===== config.mk =====
export PLATFORM = sky130hd
export DESIGN_NAME = mac_frame_rx_deframer_top
export DESIGN_NICKNAME = d
export VERILOG_FILES = /design/src/rtl/core/mfrd_pkg.sv /design/src/rtl/core/mfrd_parser.sv /design/src/rtl/core/mac_frame_rx_deframer_top.sv
export SDC_FILE = /design/constraint.sdc
export NUM_CORES = 1
export LEC_CHECK = 0
export ABC_CLOCK_PERIOD_IN_PS = 17800
export CAP_MARGIN = 10
export CELL_PAD_IN_SITES_DETAIL_PLACEMENT = 2
export CELL_PAD_IN_SITES_GLOBAL_PLACEMENT = 2
export CORE_ASPECT_RATIO = 1.4
export CORE_MARGIN = 2
export CORE_UTILIZATION = 45
export DETAILED_ROUTE_END_ITERATION = 7
export DONT_BUFFER_PORTS = 1
export PLACE_DENSITY = 0.93
export SYNTH_ARGS = -nofsm -noshare
export SYNTH_HDL_FRONTEND = slang
export SYNTH_HIERARCHICAL = 1
export SYNTH_SLANG_ARGS = --single-unit

===== constraint.sdc =====
create_clock -name clk -period 17.8 [get_ports clk]
set_input_delay 3.56 -clock clk [delete_from_list [all_inputs] [get_ports clk]]
set_output_delay 3.56 -clock clk [all_outputs]
set_load 0.01 [all_outputs]

===== src/rtl/core/mfrd_pkg.sv =====
// ----------------------------------------------------------------------------
// mfrd_pkg
// Shared types and constants for the MAC frame receive deframer.
// ----------------------------------------------------------------------------
package mfrd_pkg;

  // Header is 9 bytes with short addressing and a compressed PAN ID.
  localparam logic [6:0] HDR_SHORT  = 7'd9;
  localparam logic [6:0] SPAN_BYTES = 7'd2;
  localparam logic [6:0] TAIL_BYTES = 7'd4;
  localparam logic [1:0] FCS_BYTES  = 2'd2;
  localparam logic [6:0] LEN_MIN    = HDR_SHORT + TAIL_BYTES;
  localparam logic [6:0] LEN_MIN_SPAN = HDR_SHORT + SPAN_BYTES + TAIL_BYTES;

  // Frame control bit for PAN ID compression.
  localparam int unsigned FC_PANID_COMP = 6;

  typedef enum logic [1:0] {
    KIND_HEADER = 2'd0,
    KIND_DATA   = 2'd1,
    KIND_END    = 2'd2,
    KIND_LEN_ERR = 2'd3
  } kind_t;

  typedef enum logic [3:0] {
    PH_IDLE     = 4'd0,
    PH_FC_LO    = 4'd1,
    PH_FC_HI    = 4'd2,
    PH_SEQ      = 4'd3,
    PH_DPAN_LO  = 4'd4,
    PH_DPAN_HI  = 4'd5,
    PH_DADDR_LO = 4'd6,
    PH_DADDR_HI = 4'd7,
    PH_SPAN_LO  = 4'd8,
    PH_SPAN_HI  = 4'd9,
    PH_SADDR_LO = 4'd10,
    PH_SADDR_HI = 4'd11,
    PH_STATUS   = 4'd12,
    PH_TYPE     = 4'd13,
    PH_DATA     = 4'd14,
    PH_TRAIL    = 4'd15
  } phase_t;

  typedef struct packed {
    kind_t       kind;
    logic [15:0] frame_control;
    logic [7:0]  sequence_number;
    logic [15:0] dest_pan;
    logic [15:0] dest_short_addr;
    logic [15:0] source_pan;
    logic [15:0] source_address;
    logic [7:0]  status_byte;
    logic [7:0]  type_byte;
    logic [7:0]  data_byte;
    logic [7:0]  link_quality;
    logic        last;
  } result_t;

  typedef struct packed {
    logic       accept;
    logic [7:0] rx_byte;
    logic       frame_start;
    logic       crc_ok;
  } byte_in_t;

endpackage


===== src/rtl/core/mfrd_parser.sv =====
// ----------------------------------------------------------------------------
// mfrd_parser
// Frame phase tracking, header field capture and result formation per byte.
// ----------------------------------------------------------------------------
module mfrd_parser
  import mfrd_pkg::*;
#(
  parameter int unsigned MAX_FRAME_BYTES = 127
) (
  input  logic     clk,
  input  logic     rst_n,
  input  byte_in_t byte_in,
  output logic     res_valid,
  output result_t  res
);

  phase_t      phase_r, phase_nxt;
  logic [1:0]  byte_count_r, byte_count_nxt;
  logic [6:0]  payload_left_r, payload_left_nxt;
  logic [6:0]  frame_length_r, frame_length_nxt;
  logic [15:0] fc_r, fc_nxt;
  logic [7:0]  seq_r, seq_nxt;
  logic [15:0] dpan_r, dpan_nxt;
  logic [15:0] daddr_r, daddr_nxt;
  logic [15:0] span_r, span_nxt;
  logic [15:0] saddr_r, saddr_nxt;
  logic [7:0]  status_r, status_nxt;

  logic [7:0] b;
  logic [6:0] need;

  assign b    = byte_in.rx_byte;
  // compression bit sits in the low frame control byte, already captured
  assign need = fc_r[FC_PANID_COMP] ? LEN_MIN : LEN_MIN_SPAN;

  always_comb begin
    phase_nxt        = phase_r;
    byte_count_nxt   = byte_count_r;
    payload_left_nxt = payload_left_r;
    frame_length_nxt = frame_length_r;
    fc_nxt           = fc_r;
    seq_nxt          = seq_r;
    dpan_nxt         = dpan_r;
    daddr_nxt        = daddr_r;
    span_nxt         = span_r;
    saddr_nxt        = saddr_r;
    status_nxt       = status_r;
    res_valid        = 1'b0;
    res              = '0;

    if (byte_in.accept) begin
      if (byte_in.frame_start) begin
        phase_nxt = PH_IDLE;
        if (byte_in.crc_ok) begin
          if (b > 8'(MAX_FRAME_BYTES) || b < {1'b0, LEN_MIN}) begin
            res_valid = 1'b1;
            res.kind  = KIND_LEN_ERR;
          end else begin
            frame_length_nxt = b[6:0];
            byte_count_nxt   = '0;
            payload_left_nxt = '0;
            phase_nxt        = PH_FC_LO;
          end
        end
      end else begin
        unique case (phase_r)
          PH_IDLE: ;
          PH_FC_LO: begin
            fc_nxt    = {fc_r[15:8], b};
            phase_nxt = PH_FC_HI;
          end
          PH_FC_HI: begin
            fc_nxt = {b, fc_r[7:0]};
            if (frame_length_r < need) begin
              phase_nxt = PH_IDLE;
              res_valid = 1'b1;
              res.kind  = KIND_LEN_ERR;
            end else begin
              payload_left_nxt = frame_length_r - need;
              phase_nxt        = PH_SEQ;
            end
          end
          PH_SEQ: begin
            seq_nxt   = b;
            phase_nxt = PH_DPAN_LO;
          end
          PH_DPAN_LO: begin
            dpan_nxt  = {dpan_r[15:8], b};
            phase_nxt = PH_DPAN_HI;
          end
          PH_DPAN_HI: begin
            dpan_nxt  = {b, dpan_r[7:0]};
            phase_nxt = PH_DADDR_LO;
          end
          PH_DADDR_LO: begin
            daddr_nxt = {daddr_r[15:8], b};
            phase_nxt = PH_DADDR_HI;
          end
          PH_DADDR_HI: begin
            daddr_nxt = {b, daddr_r[7:0]};
            phase_nxt = fc_r[FC_PANID_COMP] ? PH_SADDR_LO : PH_SPAN_LO;
          end
          PH_SPAN_LO: begin
            span_nxt  = {span_r[15:8], b};
            phase_nxt = PH_SPAN_HI;
          end
          PH_SPAN_HI: begin
            span_nxt  = {b, span_r[7:0]};
            phase_nxt = PH_SADDR_LO;
          end
          PH_SADDR_LO: begin
            saddr_nxt = {saddr_r[15:8], b};
            phase_nxt = PH_SADDR_HI;
          end
          PH_SADDR_HI: begin
            saddr_nxt = {b, saddr_r[7:0]};
            phase_nxt = PH_STATUS;
          end
          PH_STATUS: begin
            status_nxt = b;
            phase_nxt  = PH_TYPE;
          end
          PH_TYPE: begin
            res_valid           = 1'b1;
            res.kind            = KIND_HEADER;
            res.frame_control   = fc_r;
            res.sequence_number = seq_r;
            res.dest_pan        = dpan_r;
            res.dest_short_addr = daddr_r;
            res.source_pan      = span_r;
            res.source_address  = saddr_r;
            res.status_byte     = status_r;
            res.type_byte       = b;
            byte_count_nxt      = '0;
            phase_nxt           = (payload_left_r != '0) ? PH_DATA : PH_TRAIL;
          end
          PH_DATA: begin
            res_valid     = 1'b1;
            res.kind      = KIND_DATA;
            res.data_byte = b;
            res.last      = (payload_left_r <= 7'd1);
            if (payload_left_r != '0) begin
              payload_left_nxt = payload_left_r - 7'd1;
            end
            // drop into the trailer once the payload runs out
            if (payload_left_r <= 7'd1) begin
              phase_nxt      = PH_TRAIL;
              byte_count_nxt = '0;
            end
          end
          PH_TRAIL: begin
            if (byte_count_r < FCS_BYTES) begin
              byte_count_nxt = byte_count_r + 2'd1;
            end else begin
              res_valid        = 1'b1;
              res.kind         = KIND_END;
              res.link_quality = b;
              phase_nxt        = PH_IDLE;
              byte_count_nxt   = '0;
            end
          end
          default: ;
        endcase
      end
    end
  end

  always_ff @(posedge clk) begin
    if (!rst_n) begin
      phase_r        <= PH_IDLE;
      byte_count_r   <= '0;
      payload_left_r <= '0;
      frame_length_r <= '0;
      fc_r           <= '0;
      seq_r          <= '0;
      dpan_r         <= '0;
      daddr_r        <= '0;
      span_r         <= '0;
      saddr_r        <= '0;
      status_r       <= '0;
    end else begin
      phase_r        <= phase_nxt;
      byte_count_r   <= byte_count_nxt;
      payload_left_r <= payload_left_nxt;
      frame_length_r <= frame_length_nxt;
      fc_r           <= fc_nxt;
      seq_r          <= seq_nxt;
      dpan_r         <= dpan_nxt;
      daddr_r        <= daddr_nxt;
      span_r         <= span_nxt;
      saddr_r        <= saddr_nxt;
      status_r       <= status_nxt;
    end
  end

  a_bad_crc_idle: assert property (@(posedge clk) disable iff (!rst_n)
    byte_in.accept && byte_in.frame_start && !byte_in.crc_ok |=> phase_r == PH_IDLE)
    else $error("bad CRC frame not skipped");

  a_trail_count: assert property (@(posedge clk) disable iff (!rst_n)
    byte_count_r <= FCS_BYTES)
    else $error("FCS count ran past the checksum bytes");

  a_data_left: assert property (@(posedge clk) disable iff (!rst_n)
    phase_r == PH_DATA |-> payload_left_r != '0)
    else $error("payload phase with nothing left");

endmodule


===== src/rtl/core/mac_frame_rx_deframer_top.sv =====
// ----------------------------------------------------------------------------
// mac_frame_rx_deframer_top
// Receive deframer for 802.15.4 MAC frames with short addressing.
// ----------------------------------------------------------------------------
//  channel | direction | handshake          | payload
//  in_     | input     | in_valid/in_stall  | rx_byte, frame_start, crc_ok
//  out_    | output    | out_valid/out_stall| kind, header fields, data, lqi
//
//  One word is accepted per cycle while in_stall is low; its result, if any, appears the next cycle.
//  The parser phase, counter and header capture registers and out_valid_r are the loops.
//  Synchronous reset returns the parser to idle and clears all captures.
//  A held result stalls the input only while out_stall is high.
// ----------------------------------------------------------------------------
module mac_frame_rx_deframer_top
  import mfrd_pkg::*;
#(
  parameter int unsigned MAX_FRAME_BYTES = 127
) (
  input  logic        clk,
  input  logic        rst_n,
  input  logic        in_valid,
  output logic        in_stall,
  input  logic [7:0]  in_rx_byte,
  input  logic        in_frame_start,
  input  logic        in_crc_ok,
  output logic        out_valid,
  input  logic        out_stall,
  output logic [1:0]  out_kind,
  output logic [15:0] out_frame_control,
  output logic [7:0]  out_sequence_number,
  output logic [15:0] out_dest_pan,
  output logic [15:0] out_dest_short_addr,
  output logic [15:0] out_source_pan,
  output logic [15:0] out_source_address,
  output logic [7:0]  out_status_byte,
  output logic [7:0]  out_type_byte,
  output logic [7:0]  out_data_byte,
  output logic [7:0]  out_link_quality,
  output logic        out_last
);

  byte_in_t byte_in;
  logic     res_valid;
  result_t  res;
  logic     out_valid_r, out_valid_nxt;
  result_t  out_r;

  assign in_stall = out_valid_r & out_stall;

  assign byte_in.accept      = in_valid & ~in_stall;
  assign byte_in.rx_byte     = in_rx_byte;
  assign byte_in.frame_start = in_frame_start;
  assign byte_in.crc_ok      = in_crc_ok;

  mfrd_parser #(
    .MAX_FRAME_BYTES(MAX_FRAME_BYTES)
  ) u_parser (
    .clk      (clk),
    .rst_n    (rst_n),
    .byte_in  (byte_in),
    .res_valid(res_valid),
    .res      (res)
  );

  always_comb begin
    out_valid_nxt = out_valid_r;
    if (byte_in.accept) begin
      out_valid_nxt = res_valid;
    end else if (!out_stall) begin
      out_valid_nxt = 1'b0;
    end
  end

  always_ff @(posedge clk) begin
    if (!rst_n) begin
      out_valid_r <= 1'b0;
    end else begin
      out_valid_r <= out_valid_nxt;
    end
  end

  always_ff @(posedge clk) begin
    if (byte_in.accept && res_valid) begin
      out_r <= res;
    end
  end

  assign out_valid           = out_valid_r;
  assign out_kind            = out_r.kind;
  assign out_frame_control   = out_r.frame_control;
  assign out_sequence_number = out_r.sequence_number;
  assign out_dest_pan        = out_r.dest_pan;
  assign out_dest_short_addr = out_r.dest_short_addr;
  assign out_source_pan      = out_r.source_pan;
  assign out_source_address  = out_r.source_address;
  assign out_status_byte     = out_r.status_byte;
  assign out_type_byte       = out_r.type_byte;
  assign out_data_byte       = out_r.data_byte;
  assign out_link_quality    = out_r.link_quality;
  assign out_last            = out_r.last;

  a_last_only_data: assert property (@(posedge clk) disable iff (!rst_n)
    out_valid && out_last |-> out_kind == KIND_DATA)
    else $error("last flag on non-data result");

  a_header_only_kind0: assert property (@(posedge clk) disable iff (!rst_n)
    out_valid && out_kind != KIND_HEADER |-> out_frame_control == '0 && out_type_byte == '0)
    else $error("header fields set on non-header result");

  a_result_from_accept: assert property (@(posedge clk) disable iff (!rst_n)
    out_valid && !$past(out_valid) |-> $past(byte_in.accept))
    else $error("result appeared without an accepted word");

endmodule

==> run summary <==
============================================================================================
Register area share after synthesis ...........................................        0.636
Number of synthesized flops with an enable pin ................................          123
Path class of the lowest-slack min-delay path ................................. flip-flop to flip-flop
Mean number of vias per cell ..................................................         5.89
Vias in the first global route ................................................         7172
Outcome .......................................................................    completed
First-pass GRT wire length ....................................................      47.7 mm
Number of buffers inserted by post-CTS setup repair ...........................            0
Area share of fa/ha/maj cells after synthesis .................................      0.00738
Clock root buffer ............................................................. sky130_fd_sc_hd__clkbuf_16
Post-layout worst setup margin ................................................     10.52 ns
Worst Skew ....................................................................    0.0203 ns
Library cell with the highest instance count after synthesis .................. sky130_fd_sc_hd__edfxtp_1
Post-synthesis instance total .................................................          831
Routed WL per cell ............................................................      29.4 um
Total count of max-transition violations in the final report ..................            0
Met1 GRT Util .................................................................        0.318
Most used standard cells in the synthesized netlist ........................... 123 x sky130_fd_sc_hd__edfxtp_1, 117 x sky130_fd_sc_hd__dfxtp_1, 105 x sky130_fd_sc_hd__nor2_1
CTS tree ......................................................................         done
Input/output buffers ..........................................................            0
Post-CTS Hold Fix Bufs ........................................................            0
Post-synthesis sequential element count .......................................          240
Dominant combinational cell family by area after synthesis .................... simple AND/OR/NAND/NOR gates
Library cells used by synthesis ...............................................           55
Power per Cell Area ...........................................................   108 mW/mm2
Post-route worst hold slack ...................................................     0.460 ns
Starting density of the core ..................................................        0.460
Global-route usage over all layers ............................................        0.286
Final nets ....................................................................          827
Maximum fanout along the worst path ...........................................            3
Time the worst path needs with I/O delays and setup ...........................      7.28 ns
Setup Viol. Count Final .......................................................            0
Std-Cell Core Area ............................................................   0.0206 mm2
Signal arrival time at the worst endpoint .....................................      3.72 ns
Ratio of final minimum period to clock period .................................        0.409
Layout overhead on the synthesized area .......................................        9.15%
Met2 capacity usage during global routing .....................................        0.527
Count of pins on the block boundary ...........................................          139
Antenna violations before repair ..............................................            1
Dominant register cell in the synthesized netlist ............................. sky130_fd_sc_hd__edfxtp_1
Top cell family by delay on the critical path ................................. buffers and inverters
Chip Width ....................................................................       127 um
Die footprint .................................................................   0.0223 mm2
Classification of the worst setup path ........................................ input port to primary output
Longest Clk Path Bufs .........................................................            3
Ant diodes ....................................................................            0
TritonCTS Sinks ...............................................................          240
Final RePlAce weighted congestion .............................................        0.810
Resized Gates After CTS .......................................................            0
CTS buffer count ..............................................................           24
Unrepaired setup endpoints after global routing ...............................           no
Max Cap Violations ............................................................            0
Sort of element at the start of the critical path .............................   input port
Largest net degree at the start of global routing .............................           96
Remaining antenna violation count after routing ...............................            0
Slowest stage delay, CP .......................................................      0.11 ns
Fin. Hold Viols ...............................................................            0
Basic-gate share of the synthesized area counting and, or, nand and nor cells .        0.182
Post-synthesis cell type with the largest combined area ....................... sky130_fd_sc_hd__edfxtp_1
Clock latency of the later-clocked register in the worst-skew pair ............      0.53 ns
Transition time at the pin with the least slew margin .........................      1.13 ns
GR Util met3 ..................................................................       0.0402
Area fraction in compound gates after synthesis ...............................       0.0631
CP Buf/Inv Count ..............................................................            1
Final HPWL DP .................................................................      19.5 mm
Starting DRT DRC Count ........................................................          592
Category of the worst setup path capture point ................................ primary output
Hold path start ............................................................... u_parser/byte_count_r[0]$_SDFFE_PN0P_
Library cell contributing the largest single delay on the critical path ....... sky130_fd_sc_hd__inv_2
Cells along the critical path ................................................. nand2_2 -> inv_2
GRT busiest layer .............................................................         met2
Source of the worst register-to-register timing path .......................... u_parser/phase_r[1]$_SDFFE_PN0P_
Final routed DRC violation total ..............................................            0
Leakage dissipation ...........................................................   0.00395 uW
Clock transition at path regs .................................................      0.06 ns
Fraction of registers with async set/reset ....................................            0
Detailed-router iteration count before antenna repair .........................            4
Post-synth net total ..........................................................          850
Origin of the worst setup path ................................................    out_stall
Synth top area share ..........................................................        0.389
Synth top area cells .......................................................... sky130_fd_sc_hd__edfxtp_1 39%, sky130_fd_sc_hd__dfxtp_1 25%, sky130_fd_sc_hd__mux2i_1 7.0%
Vias after detailed routing ...................................................         6376
Global route total overflow ...................................................            0
Die height ....................................................................       176 um
Worst IR Drop VDD .............................................................  0.0000708 V
Synthesis warning total .......................................................            6
Post-Place Setup Slack ........................................................     10.52 ns
H-tree lvl count ..............................................................            1
WP data required ..............................................................     14.24 ns
Multiplexer area fraction after synthesis .....................................       0.0696
Final wirelength ..............................................................      31.8 mm
Final setup TNS ...............................................................         0 ns
Avg Cell Area, Syn ............................................................     11.4 um2
Netlist Area Pre-Place ........................................................  0.00949 mm2
Std-Cell Rows .................................................................           62
Share of final-layout standard cells stronger than drive strength 1 ...........       0.0726
Max Freq ......................................................................      137 MHz
Xor and xnor area share after synthesis .......................................      0.00923
Worst slew slack as a fraction of its limit ...................................        0.245
============================================================================================
-- worst paths after layout --
check,endpoint,slack (ns),cells past startpoint
max,in_stall,10.52,2
min,u_parser/byte_count_r[0]$_SDFFE_PN0P_,0.46,1
max reg2reg,out_frame_control[11]$_DFFE_PP_,13.39,9
min reg2reg,u_parser/byte_count_r[0]$_SDFFE_PN0P_,0.46,1
-- layout by cell type, fill, tap and decap left out, types with 8 or more instances in the layout --
cell                        Yosys  layout
sky130_fd_sc_hd__and2_1       101     101
sky130_fd_sc_hd__clkbuf_16      0      25
sky130_fd_sc_hd__dfxtp_1      117     117
sky130_fd_sc_hd__nor2_1       105     103
sky130_fd_sc_hd__xnor2_1        8       8
sky130_fd_sc_hd__o21ai_0       14      14
sky130_fd_sc_hd__mux2i_1       66      66
sky130_fd_sc_hd__clkbuf_1      32       9
sky130_fd_sc_hd__o211ai_1       8       8
sky130_fd_sc_hd__nand3_1       45      45
sky130_fd_sc_hd__a21oi_1       49      49
sky130_fd_sc_hd__edfxtp_1     123     123
sky130_fd_sc_hd__nand2_1       72      72
sky130_fd_sc_hd__inv_1          8       8
-- registers in the layout (all words and copies together) (netlist names), 4 cells and up --
name / flops
u_parser/dpan_r: 16
out_sequence_number: 8
out_source_address: 16
out_source_pan: 16
u_parser/daddr_r: 16
u_parser/saddr_r: 16
u_parser/span_r: 16
out_link_quality: 8
out_status_byte: 8
u_parser/seq_r: 8
out_type_byte: 8
u_parser/fc_r: 16
u_parser/status_r: 8
u_parser/payload_left_r: 7
u_parser/phase_r: 4
u_parser/frame_length_r: 7
out_dest_pan: 16
out_frame_control: 16
out_data_byte: 8
out_dest_short_addr: 16
-- metrics by stage --
stage / utilization / instances / area, um2 / power, uW
detailed placement: 0.465 / 1038 / 9600 / 636
global route: 0.502 / 1082 / 10400 / 1150
finish: 0.502 / 1082 / 10400 / 1120
global placement: 0.465 / 1038 / 9600 / 633
CTS: 0.502 / 1082 / 10400 / 1130
floorplan: - / 831 / 9490 / 631
-- report_power, final --
group / total (uW) / switching [uW] / internal, uW
clock: 497 / 223 / 274
sequential: 593 / 8.19 / 585
combinational: 31.8 / 23.4 / 8.38
total: 1120 / 255 / 867
-- layout make-up --
cell class                 count  area (um2)
fill                        1959       10300
sequential                   240        6040
multi-input combinational    526        3160
clock buffer                  37         701
tap                          256         320
clock inverter                 7        55.1
timing repair buffer           6        45.0
inverter                      10        38.8
-- logic make-up (layout without fill, tap and decap cells) --
kind of cell,Yosys count,in the layout
AND/OR/NAND/NOR,350,350
flip-flops,240,240
AO/OA/AOI/OAI,95,95
multiplexers,66,66
buffers and inverters,65,60
XOR/XNOR,10,10
adder cells (fa/ha/maj),5,5
-- layer usage --
metal  vias up  wire length, um
met5         -               13
met2       242            17000
met3        98             1240
met4         2             1650
li1       2794                -
met1      3240            11800
No activity file was read; power rests on OpenSTA's default activity.
